--- src/rtl/core/ifr_pkg.sv ---
// ifr_pkg: shared types and constants for the info frame receiver.
// No dependencies.
package ifr_pkg;

	localparam logic [7:0] FLAG_OCTET = 8'h7E;
	localparam logic [7:0] ESC_OCTET  = 8'h7D;
	localparam logic [7:0] ESC_FLAG   = 8'h5E;
	localparam logic [7:0] ESC_ESC    = 8'h5D;
	localparam logic [7:0] CTRL_I0    = 8'h00;
	localparam logic [7:0] CTRL_I1    = 8'h40;
	localparam logic [7:0] REPLY_RR1  = 8'h85;
	localparam logic [7:0] REPLY_RR0  = 8'h05;
	localparam logic [7:0] REPLY_REJ1 = 8'h81;
	localparam logic [7:0] REPLY_REJ0 = 8'h01;
	localparam logic [7:0] ADDR_RESET = 8'h03;

	localparam logic [1:0] VERDICT_NEW     = 2'd0;
	localparam logic [1:0] VERDICT_DUP     = 2'd1;
	localparam logic [1:0] VERDICT_BAD_FCS = 2'd2;
	localparam logic [1:0] VERDICT_BAD_ESC = 2'd3;

	// operations passed from front to back
	localparam logic [1:0] OP_PAY    = 2'd0;
	localparam logic [1:0] OP_CLOSE  = 2'd1;
	localparam logic [1:0] OP_BADESC = 2'd2;

	localparam int QDEPTH = 4;
	localparam int QPTR_W = $clog2(QDEPTH);
	localparam int QCNT_W = $clog2(QDEPTH + 1);

	typedef struct packed {
		logic [1:0] op;
		logic [7:0] data;
		logic       seq;
	} ifr_op_t;

endpackage

--- src/rtl/core/info_frame_receiver.sv ---
// info_frame_receiver: top level of the I-frame deframer.
// Depends on ifr_pkg, ifr_front, ifr_queue, ifr_back.
//
//  channel | handshake               | payload
//  in      | in_valid / in_ready     | rx_byte
//  out     | out_valid / out_ready   | out_kind, data_byte, verdict, reply_valid,
//          |                         | reply_control, frame_sequence
//  cfg     | cfg_wr_en               | cfg_wr_data (address byte)
//
// One word per cycle in while the op queue has room; each op is registered in the
// queue, then in the back output register; a payload byte is held until the next one.
// Front and back meet in a 4-entry op queue; in_ready drops only when it is full.
// The output register is reloaded in the cycle it is taken.
// arst_n clears all control state; the address register resets to 0x03.
module info_frame_receiver (
	input  logic       clk,
	input  logic       arst_n,
	input  logic       cfg_wr_en,
	input  logic [7:0] cfg_wr_data,
	input  logic       in_valid,
	output logic       in_ready,
	input  logic [7:0] rx_byte,
	output logic       out_valid,
	input  logic       out_ready,
	output logic       out_kind,
	output logic [7:0] data_byte,
	output logic [1:0] verdict,
	output logic       reply_valid,
	output logic [7:0] reply_control,
	output logic       frame_sequence
);

	logic             push, q_full, pop, q_valid;
	ifr_pkg::ifr_op_t push_op, q_op;

	ifr_front u_front (
		.clk         (clk),
		.arst_n      (arst_n),
		.cfg_wr_en   (cfg_wr_en),
		.cfg_wr_data (cfg_wr_data),
		.in_valid    (in_valid),
		.in_ready    (in_ready),
		.rx_byte     (rx_byte),
		.q_full      (q_full),
		.push        (push),
		.push_op     (push_op)
	);

	ifr_queue u_queue (
		.clk     (clk),
		.arst_n  (arst_n),
		.push    (push),
		.push_op (push_op),
		.full    (q_full),
		.pop     (pop),
		.q_valid (q_valid),
		.q_op    (q_op)
	);

	ifr_back u_back (
		.clk            (clk),
		.arst_n         (arst_n),
		.q_valid        (q_valid),
		.q_op           (q_op),
		.pop            (pop),
		.out_valid      (out_valid),
		.out_ready      (out_ready),
		.out_kind       (out_kind),
		.data_byte      (data_byte),
		.verdict        (verdict),
		.reply_valid    (reply_valid),
		.reply_control  (reply_control),
		.frame_sequence (frame_sequence)
	);

endmodule

--- src/rtl/core/ifr_front.sv ---
// ifr_front: flag hunt, header check and destuffing; emits ops to the queue.
// Depends on ifr_pkg.
module ifr_front (
	input  logic             clk,
	input  logic             arst_n,
	input  logic             cfg_wr_en,
	input  logic [7:0]       cfg_wr_data,
	input  logic             in_valid,
	output logic             in_ready,
	input  logic [7:0]       rx_byte,
	input  logic             q_full,
	output logic             push,
	output ifr_pkg::ifr_op_t push_op
);

	localparam logic [2:0] ST_HUNT = 3'd0;
	localparam logic [2:0] ST_FLAG = 3'd1;
	localparam logic [2:0] ST_ADDR = 3'd2;
	localparam logic [2:0] ST_CTRL = 3'd3;
	localparam logic [2:0] ST_DATA = 3'd4;
	localparam logic [2:0] ST_ESC  = 3'd5;

	logic [2:0] state_q, state_d;
	logic       seq_q, seq_d;
	logic [7:0] addr_q;
	logic       accept;
	logic [7:0] hcs;

	assign in_ready = !q_full;
	assign accept   = in_valid && !q_full;
	assign hcs      = addr_q ^ (seq_q ? ifr_pkg::CTRL_I1 : ifr_pkg::CTRL_I0);

	always_comb begin
		state_d      = state_q;
		seq_d        = seq_q;
		push         = 1'b0;
		push_op.op   = ifr_pkg::OP_PAY;
		push_op.data = rx_byte;
		push_op.seq  = seq_q;
		unique case (state_q)
			ST_FLAG: begin
				if (rx_byte == addr_q)
					state_d = ST_ADDR;
				else if (rx_byte != ifr_pkg::FLAG_OCTET)
					state_d = ST_HUNT;
			end
			ST_ADDR: begin
				if (rx_byte == ifr_pkg::CTRL_I0 || rx_byte == ifr_pkg::CTRL_I1) begin
					seq_d   = (rx_byte == ifr_pkg::CTRL_I1);
					state_d = ST_CTRL;
				end else if (rx_byte == ifr_pkg::FLAG_OCTET) begin
					state_d = ST_FLAG;
				end else begin
					state_d = ST_HUNT;
				end
			end
			ST_CTRL: begin
				if (rx_byte == hcs)
					state_d = ST_DATA;
				else if (rx_byte == ifr_pkg::FLAG_OCTET)
					state_d = ST_FLAG;
				else
					state_d = ST_HUNT;
			end
			ST_DATA: begin
				if (rx_byte == ifr_pkg::FLAG_OCTET) begin
					state_d    = ST_HUNT;
					push       = 1'b1;
					push_op.op = ifr_pkg::OP_CLOSE;
				end else if (rx_byte == ifr_pkg::ESC_OCTET) begin
					state_d = ST_ESC;
				end else begin
					push = 1'b1;
				end
			end
			ST_ESC: begin
				push = 1'b1;
				if (rx_byte == ifr_pkg::ESC_FLAG) begin
					state_d      = ST_DATA;
					push_op.data = ifr_pkg::FLAG_OCTET;
				end else if (rx_byte == ifr_pkg::ESC_ESC) begin
					state_d      = ST_DATA;
					push_op.data = ifr_pkg::ESC_OCTET;
				end else begin
					state_d    = ST_HUNT;
					push_op.op = ifr_pkg::OP_BADESC;
				end
			end
			default: begin
				state_d = (rx_byte == ifr_pkg::FLAG_OCTET) ? ST_FLAG : ST_HUNT;
			end
		endcase
		if (!accept)
			push = 1'b0;
	end

	always_ff @(posedge clk or negedge arst_n) begin
		if (!arst_n) begin
			state_q <= ST_HUNT;
			seq_q   <= 1'b0;
			addr_q  <= ifr_pkg::ADDR_RESET;
		end else begin
			if (accept) begin
				state_q <= state_d;
				seq_q   <= seq_d;
			end
			if (cfg_wr_en)
				addr_q <= cfg_wr_data;
		end
	end

endmodule

--- src/rtl/core/ifr_queue.sv ---
// ifr_queue: small FIFO of ops between front and back.
// Depends on ifr_pkg.
module ifr_queue (
	input  logic             clk,
	input  logic             arst_n,
	input  logic             push,
	input  ifr_pkg::ifr_op_t push_op,
	output logic             full,
	input  logic             pop,
	output logic             q_valid,
	output ifr_pkg::ifr_op_t q_op
);

	ifr_pkg::ifr_op_t               ent_q [ifr_pkg::QDEPTH];
	logic [ifr_pkg::QPTR_W-1:0]     wr_ptr_q, rd_ptr_q;
	logic [ifr_pkg::QCNT_W-1:0]     count_q;

	assign full    = (count_q == ifr_pkg::QCNT_W'(ifr_pkg::QDEPTH));
	assign q_valid = (count_q != '0);
	assign q_op    = ent_q[rd_ptr_q];

	always_ff @(posedge clk) begin
		if (push)
			ent_q[wr_ptr_q] <= push_op;
	end

	always_ff @(posedge clk or negedge arst_n) begin
		if (!arst_n) begin
			wr_ptr_q <= '0;
			rd_ptr_q <= '0;
			count_q  <= '0;
		end else begin
			if (push)
				wr_ptr_q <= wr_ptr_q + 1'b1;
			if (pop)
				rd_ptr_q <= rd_ptr_q + 1'b1;
			if (push && !pop)
				count_q <= count_q + 1'b1;
			else if (pop && !push)
				count_q <= count_q - 1'b1;
		end
	end

`ifndef NO_ASSERTIONS
	a_no_pop_empty: assert property (@(posedge clk) disable iff (!arst_n)
		pop |-> q_valid) else $error("pop from empty op queue");
	a_no_push_full: assert property (@(posedge clk) disable iff (!arst_n)
		(push && !pop) |-> !full) else $error("push into full op queue");
	a_count_up: assert property (@(posedge clk) disable iff (!arst_n)
		(push && !pop) |=> count_q == $past(count_q) + 1'b1)
		else $error("op queue count did not advance");
`endif

endmodule

--- src/rtl/core/ifr_back.sv ---
// ifr_back: one-byte holdback, payload check, sequence tracking, output register.
// Depends on ifr_pkg.
module ifr_back (
	input  logic             clk,
	input  logic             arst_n,
	input  logic             q_valid,
	input  ifr_pkg::ifr_op_t q_op,
	output logic             pop,
	output logic             out_valid,
	input  logic             out_ready,
	output logic             out_kind,
	output logic [7:0]       data_byte,
	output logic [1:0]       verdict,
	output logic             reply_valid,
	output logic [7:0]       reply_control,
	output logic             frame_sequence
);

	logic       out_valid_q;
	logic       kind_q, rvalid_q, fseq_q;
	logic [7:0] data_q, rctl_q;
	logic [1:0] verdict_q;
	logic [7:0] pend_b_q, parity_q;
	logic       pend_v_q, seen_q, exp_seq_q;
	logic       advance, good;

	assign advance = !out_valid_q || out_ready;
	assign pop     = q_valid && advance;
	assign good    = pend_v_q && seen_q && (parity_q == pend_b_q);

	assign out_valid      = out_valid_q;
	assign out_kind       = kind_q;
	assign data_byte      = data_q;
	assign verdict        = verdict_q;
	assign reply_valid    = rvalid_q;
	assign reply_control  = rctl_q;
	assign frame_sequence = fseq_q;

	always_ff @(posedge clk or negedge arst_n) begin
		if (!arst_n) begin
			out_valid_q <= 1'b0;
			pend_v_q    <= 1'b0;
			seen_q      <= 1'b0;
			parity_q    <= '0;
			exp_seq_q   <= 1'b0;
		end else if (advance) begin
			out_valid_q <= 1'b0;
			if (pop) begin
				unique case (q_op.op)
					ifr_pkg::OP_PAY: begin
						if (pend_v_q) begin
							out_valid_q <= 1'b1;
							parity_q    <= parity_q ^ pend_b_q;
							seen_q      <= 1'b1;
						end
						pend_v_q <= 1'b1;
					end
					ifr_pkg::OP_CLOSE: begin
						out_valid_q <= 1'b1;
						pend_v_q    <= 1'b0;
						seen_q      <= 1'b0;
						parity_q    <= '0;
						if (good && q_op.seq == exp_seq_q)
							exp_seq_q <= !exp_seq_q;
					end
					default: begin
						out_valid_q <= 1'b1;
						pend_v_q    <= 1'b0;
						seen_q      <= 1'b0;
						parity_q    <= '0;
					end
				endcase
			end
		end
	end

	always_ff @(posedge clk) begin
		if (pop) begin
			unique case (q_op.op)
				ifr_pkg::OP_PAY: begin
					kind_q    <= 1'b0;
					data_q    <= pend_b_q;
					verdict_q <= ifr_pkg::VERDICT_NEW;
					rvalid_q  <= 1'b0;
					rctl_q    <= '0;
					fseq_q    <= 1'b0;
					pend_b_q  <= q_op.data;
				end
				ifr_pkg::OP_CLOSE: begin
					kind_q   <= 1'b1;
					data_q   <= '0;
					rvalid_q <= 1'b1;
					fseq_q   <= q_op.seq;
					if (good) begin
						verdict_q <= (q_op.seq == exp_seq_q) ? ifr_pkg::VERDICT_NEW
						                                     : ifr_pkg::VERDICT_DUP;
						rctl_q    <= q_op.seq ? ifr_pkg::REPLY_RR0 : ifr_pkg::REPLY_RR1;
					end else begin
						verdict_q <= ifr_pkg::VERDICT_BAD_FCS;
						rctl_q    <= q_op.seq ? ifr_pkg::REPLY_REJ0 : ifr_pkg::REPLY_REJ1;
					end
				end
				default: begin
					kind_q    <= 1'b1;
					data_q    <= '0;
					verdict_q <= ifr_pkg::VERDICT_BAD_ESC;
					rvalid_q  <= 1'b0;
					rctl_q    <= '0;
					fseq_q    <= q_op.seq;
				end
			endcase
		end
	end

`ifndef NO_ASSERTIONS
	a_close_drops_pending: assert property (@(posedge clk) disable iff (!arst_n)
		(pop && q_op.op == ifr_pkg::OP_CLOSE) |=> !pend_v_q && out_valid_q)
		else $error("frame close left a held byte or no report");
	a_pay_holds_byte: assert property (@(posedge clk) disable iff (!arst_n)
		(pop && q_op.op == ifr_pkg::OP_PAY) |=> pend_v_q)
		else $error("payload byte not held back");
`endif

endmodule

--- config.mk ---
export PLATFORM = sky130hd
export DESIGN_NAME = info_frame_receiver
export DESIGN_NICKNAME = d
export VERILOG_FILES = /design/src/rtl/core/ifr_pkg.sv /design/src/rtl/core/info_frame_receiver.sv /design/src/rtl/core/ifr_front.sv /design/src/rtl/core/ifr_queue.sv /design/src/rtl/core/ifr_back.sv
export SDC_FILE = /design/constraint.sdc
export NUM_CORES = 1
export LEC_CHECK = 0
export BUFFER_PORTS_ARGS = -buffer_cell sky130_fd_sc_hd__buf_4
export CORE_MARGIN = 4
export CORE_UTILIZATION = 44
export DETAILED_ROUTE_END_ITERATION = 6
export GPL_TIMING_DRIVEN = 0
export PLACE_DENSITY = 0.68
export SYNTH_ARGS = -nofsm -noshare
export SYNTH_HDL_FRONTEND = slang
export SYNTH_SLANG_ARGS = --single-unit
--- constraint.sdc ---
create_clock -name clk -period 5.98 [get_ports clk]
set_input_delay 0.299 -clock clk [delete_from_list [all_inputs] [get_ports clk]]
set_output_delay 0.299 -clock clk [all_outputs]
set_load 0.1 [all_outputs]
==> impl_metrics.prom, run 1 <==
# TYPE chip_impl_metric gauge
chip_impl_metric{name="total_leakage_power",unit="nW"} 1.89
chip_impl_metric{name="number_of_synthesized_flops_with_an_enable_pin",unit=""} 68
chip_impl_metric{name="grt_overflow",unit=""} 0
chip_impl_metric{name="worstPathMaxFanout",unit=""} 10
chip_impl_info{name="critical_path_class",value="reg -> reg"} 1
chip_impl_metric{name="finalMaxSlewViolations",unit=""} 0
chip_impl_info{name="yosysTopAreaCell",value="sky130_fd_sc_hd__edfxtp_1"} 1
chip_impl_metric{name="detail_route.drc_violations",unit=""} 0
chip_impl_metric{name="viasPerCell",unit=""} 4.99
chip_impl_metric{name="first_global_vias",unit=""} 2466
chip_impl_metric{name="powerDensity",unit="nW/um^2"} 540
chip_impl_metric{name="detail_route.first_pass.iterations",unit=""} 4
chip_impl_info{name="worstSetupEndpointType",value="register"} 1
chip_impl_metric{name="groute.usage.overall",unit="%"} 13.9
chip_impl_metric{name="floorplan.rows",unit=""} 36
chip_impl_info{name="clock_root_buffer_master",value="sky130_fd_sc_hd__clkbuf_8"} 1
chip_impl_metric{name="yosys_warnings",unit=""} 0
chip_impl_metric{name="gpl.final_weighted_congestion",unit=""} 0.741
chip_impl_metric{name="final_critical_path_setup_slack",unit="ns"} 3.40
chip_impl_metric{name="finalSetupViolations",unit=""} 0
chip_impl_metric{name="hold-worst-slack",unit="ns"} 0.167
chip_impl_metric{name="core-area",unit="um^2"} 9680
chip_impl_metric{name="routed_wire_length_per_instance",unit="um"} 15.1
chip_impl_metric{name="die_area",unit="um^2"} 11500
chip_impl_metric{name="final_cell_count_no_fill",unit=""} 485
chip_impl_metric{name="cts_inserted_buffers",unit=""} 9
chip_impl_metric{name="finalClockSkew",unit="ns"} 0.0140
chip_impl_metric{name="ctsHtreeMaxLevel",unit=""} 3
chip_impl_metric{name="antennaDiodeCount",unit=""} 0
chip_impl_metric{name="share_of_yosys_cell_area_claimed_by_the_top_area_cell_type",unit="%"} 47.0
chip_impl_metric{name="met2WireLength",unit="um"} 3710
chip_impl_metric{name="grt_antenna_before_repair",unit=""} 0
chip_impl_metric{name="power.ir.vdd_worst",unit="mV"} 0.258
chip_impl_metric{name="start_util",unit="%"} 44.9
chip_impl_metric{name="worstSkewPairLatency",unit="ns"} 0.36
chip_impl_info{name="synthMostInstantiatedCell",value="sky130_fd_sc_hd__edfxtp_1"} 1
chip_impl_metric{name="syn_inst",unit=""} 294
chip_impl_metric{name="seq_area_frac_synth",unit="%"} 64.8
chip_impl_metric{name="synth.lib_cells_used.distinct",unit=""} 50
chip_impl_metric{name="dr_total_vias",unit=""} 2421
chip_impl_info{name="hold_class",value="in -> reg"} 1
chip_impl_metric{name="chipHeight",unit="um"} 107
chip_impl_metric{name="min_period",unit="ns"} 2.58
chip_impl_metric{name="grt_start_max_net_pins",unit=""} 32
chip_impl_metric{name="grt_pass1_wl",unit="um"} 12300
chip_impl_metric{name="postLayoutCellArea",unit="um^2"} 5050
chip_impl_metric{name="slew_of_the_pin_with_the_lowest_slew_margin",unit="ns"} 0.724
chip_impl_metric{name="place_ws",unit="ns"} 3.41
chip_impl_metric{name="max-cap-violations",unit=""} 0
chip_impl_metric{name="port_buffers",unit=""} 37
chip_impl_metric{name="clock_sink_count",unit=""} 99
chip_impl_metric{name="m1WireLength",unit="um"} 3240
chip_impl_metric{name="io_pins",unit=""} 44
chip_impl_metric{name="first_iter_violations",unit=""} 95
chip_impl_metric{name="netlist_area",unit="um^2"} 4350
chip_impl_metric{name="synth_seq_cells",unit=""} 99
chip_impl_metric{name="finalSetupTns",unit="ns"} 0
chip_impl_metric{name="met3RoutedLength",unit="um"} 316
chip_impl_metric{name="hold_viol",unit=""} 0
chip_impl_metric{name="max_freq",unit="GHz"} 0.388
chip_impl_metric{name="postSynthAreaPerCell",unit="um^2"} 14.8
chip_impl_metric{name="cts.clk_slew.worst_paths",unit="ns"} 0.09
chip_impl_metric{name="post-dp-hpwl",unit="um"} 5130
chip_impl_metric{name="worst_ep_required_time",unit="ns"} 6.27
chip_impl_info{name="rsz_0062_raised_after_global_routing",value="false"} 1
chip_impl_metric{name="cts_buffer_depth",unit=""} 2
chip_impl_info{name="highest_layer",value="met4"} 1
chip_impl_metric{name="wirelength",unit="um"} 7350
chip_impl_metric{name="max_slew_margin",unit="%"} 51.7
chip_impl_metric{name="post_route_cells_drive_above_1_share",unit="%"} 27.0
chip_impl_info{name="status",value="finished clean"} 1
chip_impl_metric{name="design_power",unit="mW"} 2.73
chip_impl_metric{name="async_sr_flop_fraction",unit="%"} 31.3
chip_impl_info{name="biggest_area_contributors_in_the_synthesized_netlist",value="sky130_fd_sc_hd__edfxtp_1, sky130_fd_sc_hd__dfrtp_1, sky130_fd_sc_hd__mux4_2, sky130_fd_sc_hd__xnor2_1, sky130_fd_sc_hd__mux2_2"} 1
chip_impl_metric{name="placedInstanceArea",unit="um^2"} 4810
chip_impl_metric{name="nNetsFinal",unit=""} 374
chip_impl_metric{name="post-route-util",unit="%"} 52.2
chip_impl_info{name="netlist_top_cells_count",value="sky130_fd_sc_hd__edfxtp_1, sky130_fd_sc_hd__dfrtp_1, sky130_fd_sc_hd__xnor2_1, sky130_fd_sc_hd__and2_1, sky130_fd_sc_hd__o21ai_1"} 1
chip_impl_info{name="main_flop_type_after_synthesis",value="sky130_fd_sc_hd__edfxtp_1"} 1
chip_impl_metric{name="cp_data_arrival_time",unit="ns"} 2.86
chip_impl_info{name="worst_setup_path_start_kind",value="register"} 1
chip_impl_metric{name="antenna_viol_nets_final",unit=""} 0
chip_impl_info{name="tritoncts",value="done"} 1
chip_impl_metric{name="die_x",unit="um"} 107
chip_impl_metric{name="period_share",unit="%"} 43.1
chip_impl_metric{name="area_overhead_of_the_layout_relative_to_synthesis",unit="%"} 16.2
chip_impl_metric{name="numPlacedInstances",unit=""} 468
==> layout by cell type (no fill, tap or decap), drive strengths merged, types with 2 or more instances in the layout <==
master  synthesis  layout
bufinv          0       2
mux2           10      10
dfstp           2       2
a21oi          13      13
mux4           11      11
nand2b          8       8
nor4            3       3
ha              5       5
conb            1       5
a31oi           2       2
and2           16      16
nor3            2       2
dfrtp          29      29
buf            10      47
o21ai          20      20
a21o            2       2
nand4           5       5
xor2            5       5
nand2           7       7
o31ai           3       3
xnor2          18      18
nor2b           4       4
edfxtp         68      68
nor2           11      11
clkbuf         10      20
inv             6       8
nand3           9       9
nand3b          2       2
==> final timing paths <==
kind	slack [ns]	cells after the start	end	from
setup / recovery	3.40	8	u_queue.count_q[2]$_DFFE_PN0P_	u_queue.count_q[0]$_DFFE_PN0P_
hold / removal	0.17	2	u_front.addr_q[2]$_DFFE_PN0P_	cfg_wr_data[2]
setup reg to reg	3.40	8	u_queue.count_q[2]$_DFFE_PN0P_	u_queue.count_q[0]$_DFFE_PN0P_
hold reg to reg	0.50	1	u_back.parity_q[7]$_DFFE_PN0P_	u_back.parity_q[7]$_DFFE_PN0P_
max in group asynchronous	5.23	2	u_front.addr_q[1]$_DFFE_PN1P_	arst_n
min in group asynchronous	0.41	2	u_front.addr_q[3]$_DFFE_PN0P_	arst_n
==> sequential cells by signal, indices dropped and copies added, names as in the netlist, 2 cells and up <==
| register | count |
|---|---|
| u_queue.wr_ptr_q | 2 |
| u_back.pend_b_q | 8 |
| u_queue.rd_ptr_q | 2 |
| u_front.state_q | 3 |
| u_back.reply_control | 3 |
| u_back.data_byte | 8 |
| u_front.addr_q | 8 |
| u_queue.ent_q | 44 |
| u_back.parity_q | 8 |
| u_queue.count_q | 3 |
| u_back.verdict | 2 |
==> routing by layer <==
| metal | track usage [%] | vias up |
|---|---|---|
| met1 | 17.7 | 1171 |
| met2 | 23.6 | 66 |
| li1 | - | 1176 |
| met3 | 3.18 | 8 |
| met4 | 4.42 | 0 |
| met5 | 0 | - |
==> power by group <==
group          total, mW  switching [mW]  internal, mW
clock              0.483           0.231         0.252
combinational       1.17           0.812         0.359
sequential          1.07           0.103         0.969
total               2.73            1.15          1.58
==> cell families after synthesis <==
| logic type | count (synthesis) | synth area share, % |
|---|---|---|
| xor gates and xnor gates | 24 | 5.15 |
| adders and majority gates | 6 | 1.90 |
| muxes | 22 | 8.52 |
| DFF | 99 | 64.8 |
| AOI/OAI and AO/OA | 44 | 6.33 |
| buffers and inverters | 26 | 2.99 |
| and+or+nand+nor | 72 | 10.2 |
| other | 1 | 0.0862 |
==> worst max-delay path: stages (launching register included) <==
cell	delay [ns]
sky130_fd_sc_hd__dfrtp_1	0.45
sky130_fd_sc_hd__o31ai_2	0.58
sky130_fd_sc_hd__buf_2	0.36
sky130_fd_sc_hd__ha_1	0.22
sky130_fd_sc_hd__inv_1	0.07
sky130_fd_sc_hd__fa_1	0.43
sky130_fd_sc_hd__xor2_1	0.15
sky130_fd_sc_hd__nor2_1	0.11
sky130_fd_sc_hd__xor2_1	0.14
==> layout make-up <==
| cell class | instances | area (um^2) |
|---|---|---|
| Clock buffer | 10 | 138 |
| Tap cell | 133 | 166 |
| Inverter | 6 | 25.0 |
| Multi-Input combinational cell | 173 | 1410 |
| Sequential cell | 99 | 2820 |
| Clock inverter | 6 | 96.3 |
| Fill cell | 821 | 4630 |
| Buffer | 20 | 105 |
| Timing Repair Buffer | 38 | 288 |
==> repair_timing <==
action,CTS,global route
endpoints found under the hold margin,29,0
resized for setup,0,0
hold buffers,1,0
buffers inserted,0,0
No activity file was read; power rests on OpenSTA's default activity.
==> run 2, diff against run 1 <==
--- a/config.mk
+++ b/config.mk
@@ -10,7 +10,7 @@
 export CORE_UTILIZATION = 44
 export DETAILED_ROUTE_END_ITERATION = 6
 export GPL_TIMING_DRIVEN = 0
-export PLACE_DENSITY = 0.68
+export PLACE_DENSITY = 0.71
 export SYNTH_ARGS = -nofsm -noshare
 export SYNTH_HDL_FRONTEND = slang
 export SYNTH_SLANG_ARGS = --single-unit
==> constraint.sdc (replaced) <==
create_clock -name clk -period 2.36 [get_ports clk]
set_input_delay 0.118 -clock clk [delete_from_list [all_inputs] [get_ports clk]]
set_output_delay 0.118 -clock clk [all_outputs]
set_load 0.1 [all_outputs]
==> run 2 against run 1 <==
Net effect:
- cell count increased by 1.9%
- die area unchanged
- flip-flop and latch count unchanged
- power increased to 2.5 times the previous value
- setup slack got worse by 3.2 ns
- clock skew decreased by 0.0041 ns
- largest cell class unchanged
- routed wire length decreased by 0.93%
- critical path depth unchanged
- critical endpoint unchanged
- sequential power increased to 2.6 times the previous value
- global-route usage decreased by 0.31 points
- sequential share of layout area decreased by 0.95 points
- combinational power increased to 2.6 times the previous value
==> impl_metrics.prom, run 2 (same netlist as run 1, synthesis figures left out) <==
# TYPE chip_impl_metric gauge
chip_impl_metric{name="power.ir.vdd_worst",unit="mV"} 0.743
chip_impl_metric{name="final.fill_count",unit=""} 777
chip_impl_metric{name="slew_of_the_pin_with_the_lowest_slew_margin",unit="ns"} 0.711
chip_impl_metric{name="die_x",unit="um"} 107
chip_impl_metric{name="cp_data_arrival_time",unit="ns"} 2.48
chip_impl_metric{name="total_leakage_power",unit="nW"} 1.93
chip_impl_info{name="critical_path_s_slowest_cell",value="sky130_fd_sc_hd__dfrtp_1"} 1
chip_impl_metric{name="first_global_vias",unit=""} 2595
chip_impl_metric{name="grt_pass1_wl",unit="um"} 12200
chip_impl_metric{name="cts_buffer_depth",unit=""} 2
chip_impl_metric{name="switching_share",unit="%"} 42.9
chip_impl_metric{name="max_freq",unit="GHz"} 0.455
chip_impl_metric{name="nNetsFinal",unit=""} 383
chip_impl_metric{name="ctsHtreeMaxLevel",unit=""} 3
chip_impl_metric{name="finalMaxSlewViolations",unit=""} 0
chip_impl_metric{name="hold_viol",unit=""} 0
chip_impl_metric{name="chipHeight",unit="um"} 107
chip_impl_metric{name="io_pins",unit=""} 44
chip_impl_metric{name="port_buffers",unit=""} 37
chip_impl_metric{name="grt_antenna_before_repair",unit=""} 0
chip_impl_metric{name="p_seq_share",unit="%"} 40.3
chip_impl_metric{name="numPlacedInstances",unit=""} 468
chip_impl_metric{name="detail_route.first_pass.iterations",unit=""} 4
chip_impl_metric{name="worstPathMaxFanout",unit=""} 8
chip_impl_metric{name="area_overhead_of_the_layout_relative_to_synthesis",unit="%"} 18.2
chip_impl_metric{name="p_sw",unit="mW"} 2.94
chip_impl_metric{name="viasPerCell",unit=""} 5.03
chip_impl_metric{name="max-cap-violations",unit=""} 0
chip_impl_metric{name="antennaDiodeCount",unit=""} 0
chip_impl_metric{name="powerDensity",unit="nW/um^2"} 1330
chip_impl_info{name="most-common-layout-cells",value="sky130_fd_sc_hd__edfxtp_1, sky130_fd_sc_hd__buf_4, sky130_fd_sc_hd__dfrtp_1, sky130_fd_sc_hd__xnor2_1, sky130_fd_sc_hd__and2_1"} 1
chip_impl_info{name="reg2reg_from",value="u_front.state_q[1]$_DFFE_PN0P_"} 1
chip_impl_metric{name="clock_sink_count",unit=""} 99
chip_impl_metric{name="antenna_viol_nets_final",unit=""} 0
chip_impl_metric{name="routed_wire_length_per_instance",unit="um"} 14.7
chip_impl_info{name="critical_path_class",value="reg -> reg"} 1
chip_impl_metric{name="dr_total_vias",unit=""} 2483
chip_impl_info{name="crit_chain",value="nand2b_1 > a311oi_4 > ha_2 > inv_2 > fa_2 > xor2_1 > nor2_1 > xor2_1"} 1
chip_impl_metric{name="number_of_buffer_and_inverter_stages_on_the_critical_path",unit=""} 1
chip_impl_info{name="hold_class",value="in -> reg"} 1
chip_impl_metric{name="post_route_cells_drive_above_1_share",unit="%"} 28.3
chip_impl_metric{name="start_util",unit="%"} 44.9
chip_impl_metric{name="detail_route.drc_violations",unit=""} 0
chip_impl_info{name="status",value="finished clean"} 1
chip_impl_metric{name="post-route-util",unit="%"} 53.1
chip_impl_info{name="critPathLaunch",value="u_front.state_q[1]$_DFFE_PN0P_"} 1
chip_impl_metric{name="floorplan.rows",unit=""} 36
chip_impl_info{name="clock_root_buffer_master",value="sky130_fd_sc_hd__clkbuf_8"} 1
chip_impl_info{name="registers.top_by_ff_count",value="u_queue.ent_q"} 1
chip_impl_metric{name="grt_overflow",unit=""} 0
chip_impl_metric{name="design_power",unit="mW"} 6.86
chip_impl_metric{name="core-area",unit="um^2"} 9680
chip_impl_info{name="critical_path.top_delay_family",value="adder cells"} 1
chip_impl_metric{name="finalClockSkew",unit="ns"} 0.00988
chip_impl_info{name="critPathMostFrequentCell",value="sky130_fd_sc_hd__xor2_1"} 1
chip_impl_metric{name="finalSetupViolations",unit=""} 0
chip_impl_metric{name="first_iter_violations",unit=""} 90
chip_impl_metric{name="period_share",unit="%"} 93.2
chip_impl_metric{name="max_slew_margin",unit="%"} 52.5
chip_impl_metric{name="final_cell_count_no_fill",unit=""} 494
chip_impl_info{name="rsz_0062_raised_after_global_routing",value="false"} 1
chip_impl_info{name="tritoncts",value="done"} 1
chip_impl_info{name="worstSetupEndpointType",value="register"} 1
chip_impl_metric{name="seq_area",unit="um^2"} 2820
chip_impl_metric{name="wirelength",unit="um"} 7280
chip_impl_metric{name="power_frac_clock",unit="%"} 16.1
chip_impl_metric{name="p_int",unit="mW"} 3.92
chip_impl_metric{name="worstSkewPairLatency",unit="ns"} 0.36
chip_impl_metric{name="power.share.combinational",unit="%"} 43.7
chip_impl_info{name="worst_setup_path_start_kind",value="register"} 1
chip_impl_metric{name="post-dp-hpwl",unit="um"} 5060
chip_impl_metric{name="gpl.final_weighted_congestion",unit=""} 0.726
chip_impl_metric{name="multiInputGateArea",unit="um^2"} 1440
chip_impl_metric{name="worst_ep_required_time",unit="ns"} 2.64
chip_impl_info{name="final_common_cell",value="sky130_fd_sc_hd__edfxtp_1"} 1
chip_impl_metric{name="die_area",unit="um^2"} 11500
chip_impl_metric{name="min_period",unit="ns"} 2.20
chip_impl_metric{name="groute.usage.overall",unit="%"} 13.6
chip_impl_info{name="worstHoldStart",value="rx_byte[6]"} 1
chip_impl_metric{name="worst_path_largest_cell_delay",unit="ns"} 0.45
chip_impl_metric{name="largest_reg_flops",unit=""} 44
chip_impl_metric{name="cts_inserted_buffers",unit=""} 9
chip_impl_metric{name="grt_start_max_net_pins",unit=""} 32
chip_impl_metric{name="cts.clk_slew.worst_paths",unit="ns"} 0.09
[run 2: final cells by class]
class,count,area share (%)
flip-flops and latches,99,54.9
clock buffers,9,2.41
well taps,133,3.24
plain buffers,19,1.97
inverters,6,0.487
multi-input cells,173,28.0
repair buffers,48,7.45
clock inverters,7,1.63
[run 2: repair_timing]
action / in CTS / in global routing
resized for setup: 1 / 0
hold endpoints to repair: 37 / 0
setup endpoints to repair: 2 / 2
setup buffers: 1 / 1
pin swaps: 1 / 1
hold buffers: 9 / 0
[run 2: path summary, 6_finish.rpt]
kind / end / slack, ns / depth (start not counted)
max in group asynchronous: u_front.addr_q[0]$_DFFE_PN1P_ / 1.78 / 2
max: u_queue.count_q[2]$_DFFE_PN0P_ / 0.16 / 8
min reg2reg: u_back.parity_q[5]$_DFFE_PN0P_ / 0.50 / 1
min in group asynchronous: u_queue.rd_ptr_q[1]$_DFFE_PN0P_ / 0.25 / 2
min: u_front.seq_q$_DFFE_PN0P_ / 0.05 / 3
max reg2reg: u_queue.count_q[2]$_DFFE_PN0P_ / 0.16 / 8
[run 2: per-stage QoR]
stage	area [um^2]	setup TNS, ns	worst slack [ns]	hold slack, ns
2_1_floorplan	4380	-0.00118	-0.00118	-0.178
3_3_place_gp	4820	-0.122	-0.0724	0.0876
3_5_place_dp	4820	-0.163	-0.109	0.0952
4_1_cts	5130	0	0.0405	0.0322
5_1_grt	5140	0	0.0160	0.0443
6_report	5140	0	0.161	0.0535
[run 2: layer usage]
metal | GRT usage, % | vias up | wire length (um)
met5 | 0 | - | 0
met4 | 3.88 | 0 | 61
li1 | - | 1199 | -
met1 | 16.3 | 1218 | 3160
met2 | 23.8 | 60 | 3750
met3 | 3.90 | 6 | 312
[run 2: worst register-to-register path, delay by kind of cell, from the launching register on]
kind            cells  cell delay, ns
compound gates      1            0.37
xor+xnor            2            0.29
fa+ha+maj           2            0.59
buf+inv             1            0.04
flops               1            0.45
simple gates        2            0.39
[run 2: power groups by stage]
stage	Combinational [mW]	Clock [mW]	Sequential, mW
2_1_floorplan	1.43	0	3.73
6_report	3.00	1.10	2.76
5_1_grt	3.22	1.22	2.82
3_3_place_gp	2.97	0	2.75
3_5_place_dp	3.02	0	2.77
4_1_cts	3.03	1.14	2.76
==> run 3, diff against run 2 <==
--- a/config.mk
+++ b/config.mk
@@ -5,12 +5,13 @@
 export SDC_FILE = /design/constraint.sdc
 export NUM_CORES = 1
 export LEC_CHECK = 0
-export BUFFER_PORTS_ARGS = -buffer_cell sky130_fd_sc_hd__buf_4
+export BUFFER_PORTS_ARGS = -buffer_cell sky130_fd_sc_hd__buf_2
 export CORE_MARGIN = 4
 export CORE_UTILIZATION = 44
 export DETAILED_ROUTE_END_ITERATION = 6
 export GPL_TIMING_DRIVEN = 0
 export PLACE_DENSITY = 0.71
+export REMOVE_ABC_BUFFERS = 1
 export SYNTH_ARGS = -nofsm -noshare
 export SYNTH_HDL_FRONTEND = slang
 export SYNTH_SLANG_ARGS = --single-unit
==> run 3 against run 2 <==
Net effect:
- register-to-register slack about the same
- global-route usage down 0.61 points
- sequential share of layout area up 2.2 points
- combinational power down 6%
- first-iteration DRC count up 17%
- sequential power up 2%
- die area unchanged
- setup slack better by 0.0051 ns
- flip-flop and latch count unchanged
- fmax up 0.23%
- count of clock-buffer cells in the layout up 1
==> impl_metrics.prom, run 3 (same netlist as run 1, synthesis figures left out) <==
# TYPE chip_impl_metric gauge
chip_impl_info{name="status",value="finished clean"} 1
chip_impl_info{name="critical_path_class",value="reg -> reg"} 1
chip_impl_metric{name="powerDensity",unit="nW/um^2"} 1330
chip_impl_metric{name="grt_overflow",unit=""} 0
chip_impl_metric{name="finalClockSkew",unit="ns"} 0.00966
chip_impl_metric{name="gpl.final_weighted_congestion",unit=""} 0.761
chip_impl_info{name="worstSetupEndpointType",value="register"} 1
chip_impl_metric{name="slew_of_the_pin_with_the_lowest_slew_margin",unit="ns"} 0.743
chip_impl_info{name="registers.top_by_ff_count",value="u_queue.ent_q"} 1
chip_impl_metric{name="number_of_cells_on_the_worst_reg_to_reg_path",unit=""} 9
chip_impl_metric{name="cts_inserted_buffers",unit=""} 9
chip_impl_metric{name="max-cap-violations",unit=""} 0
chip_impl_metric{name="core-area",unit="um^2"} 9680
chip_impl_metric{name="antenna_viol_nets_final",unit=""} 0
chip_impl_metric{name="antennaDiodeCount",unit=""} 0
chip_impl_metric{name="cp_data_arrival_time",unit="ns"} 2.48
chip_impl_metric{name="grt_start_max_net_pins",unit=""} 32
chip_impl_metric{name="whs_path_depth",unit=""} 1
chip_impl_info{name="critPathLaunch",value="u_queue.count_q[2]$_DFFE_PN0P_"} 1
chip_impl_metric{name="dr_total_vias",unit=""} 2418
chip_impl_info{name="final_common_cell",value="sky130_fd_sc_hd__edfxtp_1"} 1
chip_impl_info{name="hold_class",value="in -> reg"} 1
chip_impl_metric{name="port_buffers",unit=""} 38
chip_impl_metric{name="die_x",unit="um"} 107
chip_impl_info{name="worst_setup_path_start_kind",value="register"} 1
chip_impl_metric{name="cts.clk_slew.worst_paths",unit="ns"} 0.09
chip_impl_metric{name="detail_route.first_pass.iterations",unit=""} 4
chip_impl_metric{name="clock_sink_count",unit=""} 99
chip_impl_metric{name="cts_buffer_depth",unit=""} 2
chip_impl_metric{name="detail_route.drc_violations",unit=""} 0
chip_impl_metric{name="post_route_cells_drive_above_1_share",unit="%"} 29.1
chip_impl_metric{name="io_pins",unit=""} 44
chip_impl_metric{name="viasPerCell",unit=""} 5.04
chip_impl_info{name="most-common-layout-cells",value="sky130_fd_sc_hd__edfxtp_1, sky130_fd_sc_hd__buf_2, sky130_fd_sc_hd__dfrtp_1, sky130_fd_sc_hd__xnor2_1, sky130_fd_sc_hd__and2_1"} 1
chip_impl_metric{name="power.ir.vdd_worst",unit="mV"} 0.926
chip_impl_metric{name="groute.usage.overall",unit="%"} 13.0
chip_impl_metric{name="routed_wire_length_per_instance",unit="um"} 14.8
chip_impl_info{name="clock_root_buffer_master",value="sky130_fd_sc_hd__clkbuf_8"} 1
chip_impl_info{name="rsz_0062_raised_after_global_routing",value="false"} 1
chip_impl_metric{name="place_ws",unit="ns"} -0.506
chip_impl_info{name="tritoncts",value="done"} 1
chip_impl_metric{name="floorplan.rows",unit=""} 36
chip_impl_info{name="worstHoldStart",value="rx_byte[7]"} 1
chip_impl_info{name="reg2reg_from",value="u_queue.count_q[2]$_DFFE_PN0P_"} 1
chip_impl_metric{name="largest_reg_flops",unit=""} 44
chip_impl_metric{name="first_global_vias",unit=""} 2387
chip_impl_metric{name="wirelength",unit="um"} 7080
chip_impl_metric{name="hold_viol",unit=""} 0
chip_impl_metric{name="min_period",unit="ns"} 2.19
chip_impl_metric{name="max_slew_margin",unit="%"} 50.5
chip_impl_metric{name="worstPathMaxFanout",unit=""} 4
chip_impl_metric{name="ctsHtreeMaxLevel",unit=""} 3
chip_impl_metric{name="post-dp-hpwl",unit="um"} 4830
chip_impl_metric{name="first_iter_violations",unit=""} 105
chip_impl_metric{name="grt_pass1_wl",unit="um"} 11600
chip_impl_metric{name="final_critical_path_setup_slack",unit="ns"} 0.166
chip_impl_metric{name="worst_ep_required_time",unit="ns"} 2.64
chip_impl_metric{name="nNetsFinal",unit=""} 369
chip_impl_metric{name="max_freq",unit="GHz"} 0.456
chip_impl_metric{name="worstSkewPairLatency",unit="ns"} 0.36
chip_impl_metric{name="finalMaxSlewViolations",unit=""} 0
chip_impl_metric{name="area_overhead_of_the_layout_relative_to_synthesis",unit="%"} 14.0
chip_impl_metric{name="finalSetupViolations",unit=""} 0
chip_impl_metric{name="total_leakage_power",unit="nW"} 1.83
chip_impl_metric{name="period_share",unit="%"} 93.0
chip_impl_metric{name="chipHeight",unit="um"} 107
chip_impl_metric{name="die_area",unit="um^2"} 11500
chip_impl_metric{name="start_util",unit="%"} 44.9
chip_impl_metric{name="grt_antenna_before_repair",unit=""} 0
chip_impl_metric{name="post-route-util",unit="%"} 51.2
[run 3: cell count changes in the layout (fill, tap and decap cells not counted), moves of 2 or more]
| cell | before | now |
|---|---|---|
| sky130_fd_sc_hd__dfrtp_1 | 28 | 24 |
| sky130_fd_sc_hd__dfrtp_2 | 1 | 4 |
| sky130_fd_sc_hd__inv_8 | 2 | 0 |
| sky130_fd_sc_hd__buf_2 | 3 | 38 |
| sky130_fd_sc_hd__clkbuf_1 | 9 | 1 |
| sky130_fd_sc_hd__clkinvlp_4 | 0 | 2 |
| sky130_fd_sc_hd__buf_4 | 44 | 6 |
[run 3: worst max-delay path: stages (launching register included)]
cell,delay (ns)
sky130_fd_sc_hd__dfrtp_2,0.41
sky130_fd_sc_hd__or3b_4,0.26
sky130_fd_sc_hd__nand2_4,0.07
sky130_fd_sc_hd__a311oi_4,0.32
sky130_fd_sc_hd__ha_2,0.24
sky130_fd_sc_hd__inv_1,0.05
sky130_fd_sc_hd__fa_2,0.33
sky130_fd_sc_hd__xor2_1,0.14
sky130_fd_sc_hd__nor2_1,0.14
sky130_fd_sc_hd__xor2_1,0.15
[run 3: final timing paths]
kind / end / slack, ns
max in group asynchronous: u_queue.rd_ptr_q[0]$_DFFE_PN0P_ / 1.46
min in group asynchronous: u_front.addr_q[6]$_DFFE_PN0P_ / 0.35
worst min register to register: u_back.parity_q[3]$_DFFE_PN0P_ / 0.49
worst max register to register: u_queue.count_q[2]$_DFFE_PN0P_ / 0.17
worst max-delay path: u_queue.count_q[2]$_DFFE_PN0P_ / 0.17
worst min-delay path: u_queue.ent_q[1][8]$_DFFE_PP_ / 0.05
[run 3: final cells by class]
class,count,area [um^2]
timing repair buffer,53,325
fill,826,4730
clock buffer,10,128
sequential,99,2830
inverter,6,25.0
clock inverter,6,42.5
tap,133,166
multi-input combinational,173,1440
[run 3: routing by layer]
layer | routed length, um | GRT usage, % | part of all wire [%]
met3 | 383 | 3.96 | 5.4
met4 | 54 | 3.16 | 0.76
met2 | 3570 | 22.4 | 50
met5 | 0 | 0 | 0
met1 | 3070 | 16.0 | 43
[run 3: what timing repair did]
action                                 CTS  global route
setup endpoints to repair               39            17
pin swaps                                2             5
endpoints found under the hold margin   37             0
buffers inserted                         3             3
gates resized for setup                  3            10
hold buffers                             9             0
[run 3: metrics by stage]
| step | power (mW) | hold WS [ns] | area (um^2) | cells | TNS (ns) |
|---|---|---|---|---|---|
| finish | 6.59 | 0.0507 | 4960 | 480 | 0 |
| global route | 6.96 | 0.0430 | 4960 | 480 | 0 |
| CTS | 6.59 | 0.0298 | 4910 | 477 | 0 |
| detailed placement | 5.57 | 0.224 | 4620 | 449 | -10.44 |
| global placement | 5.51 | 0.223 | 4620 | 449 | -9.69 |
| floorplan | 5.05 | -0.178 | 4260 | 278 | -0.772 |
[run 3: report_power, final]
part           internal [mW]  leakage, nW  switching [mW]
Combinational          0.846        0.735            1.98
Clock                  0.383       0.0822           0.570
Sequential              2.47         1.02           0.344
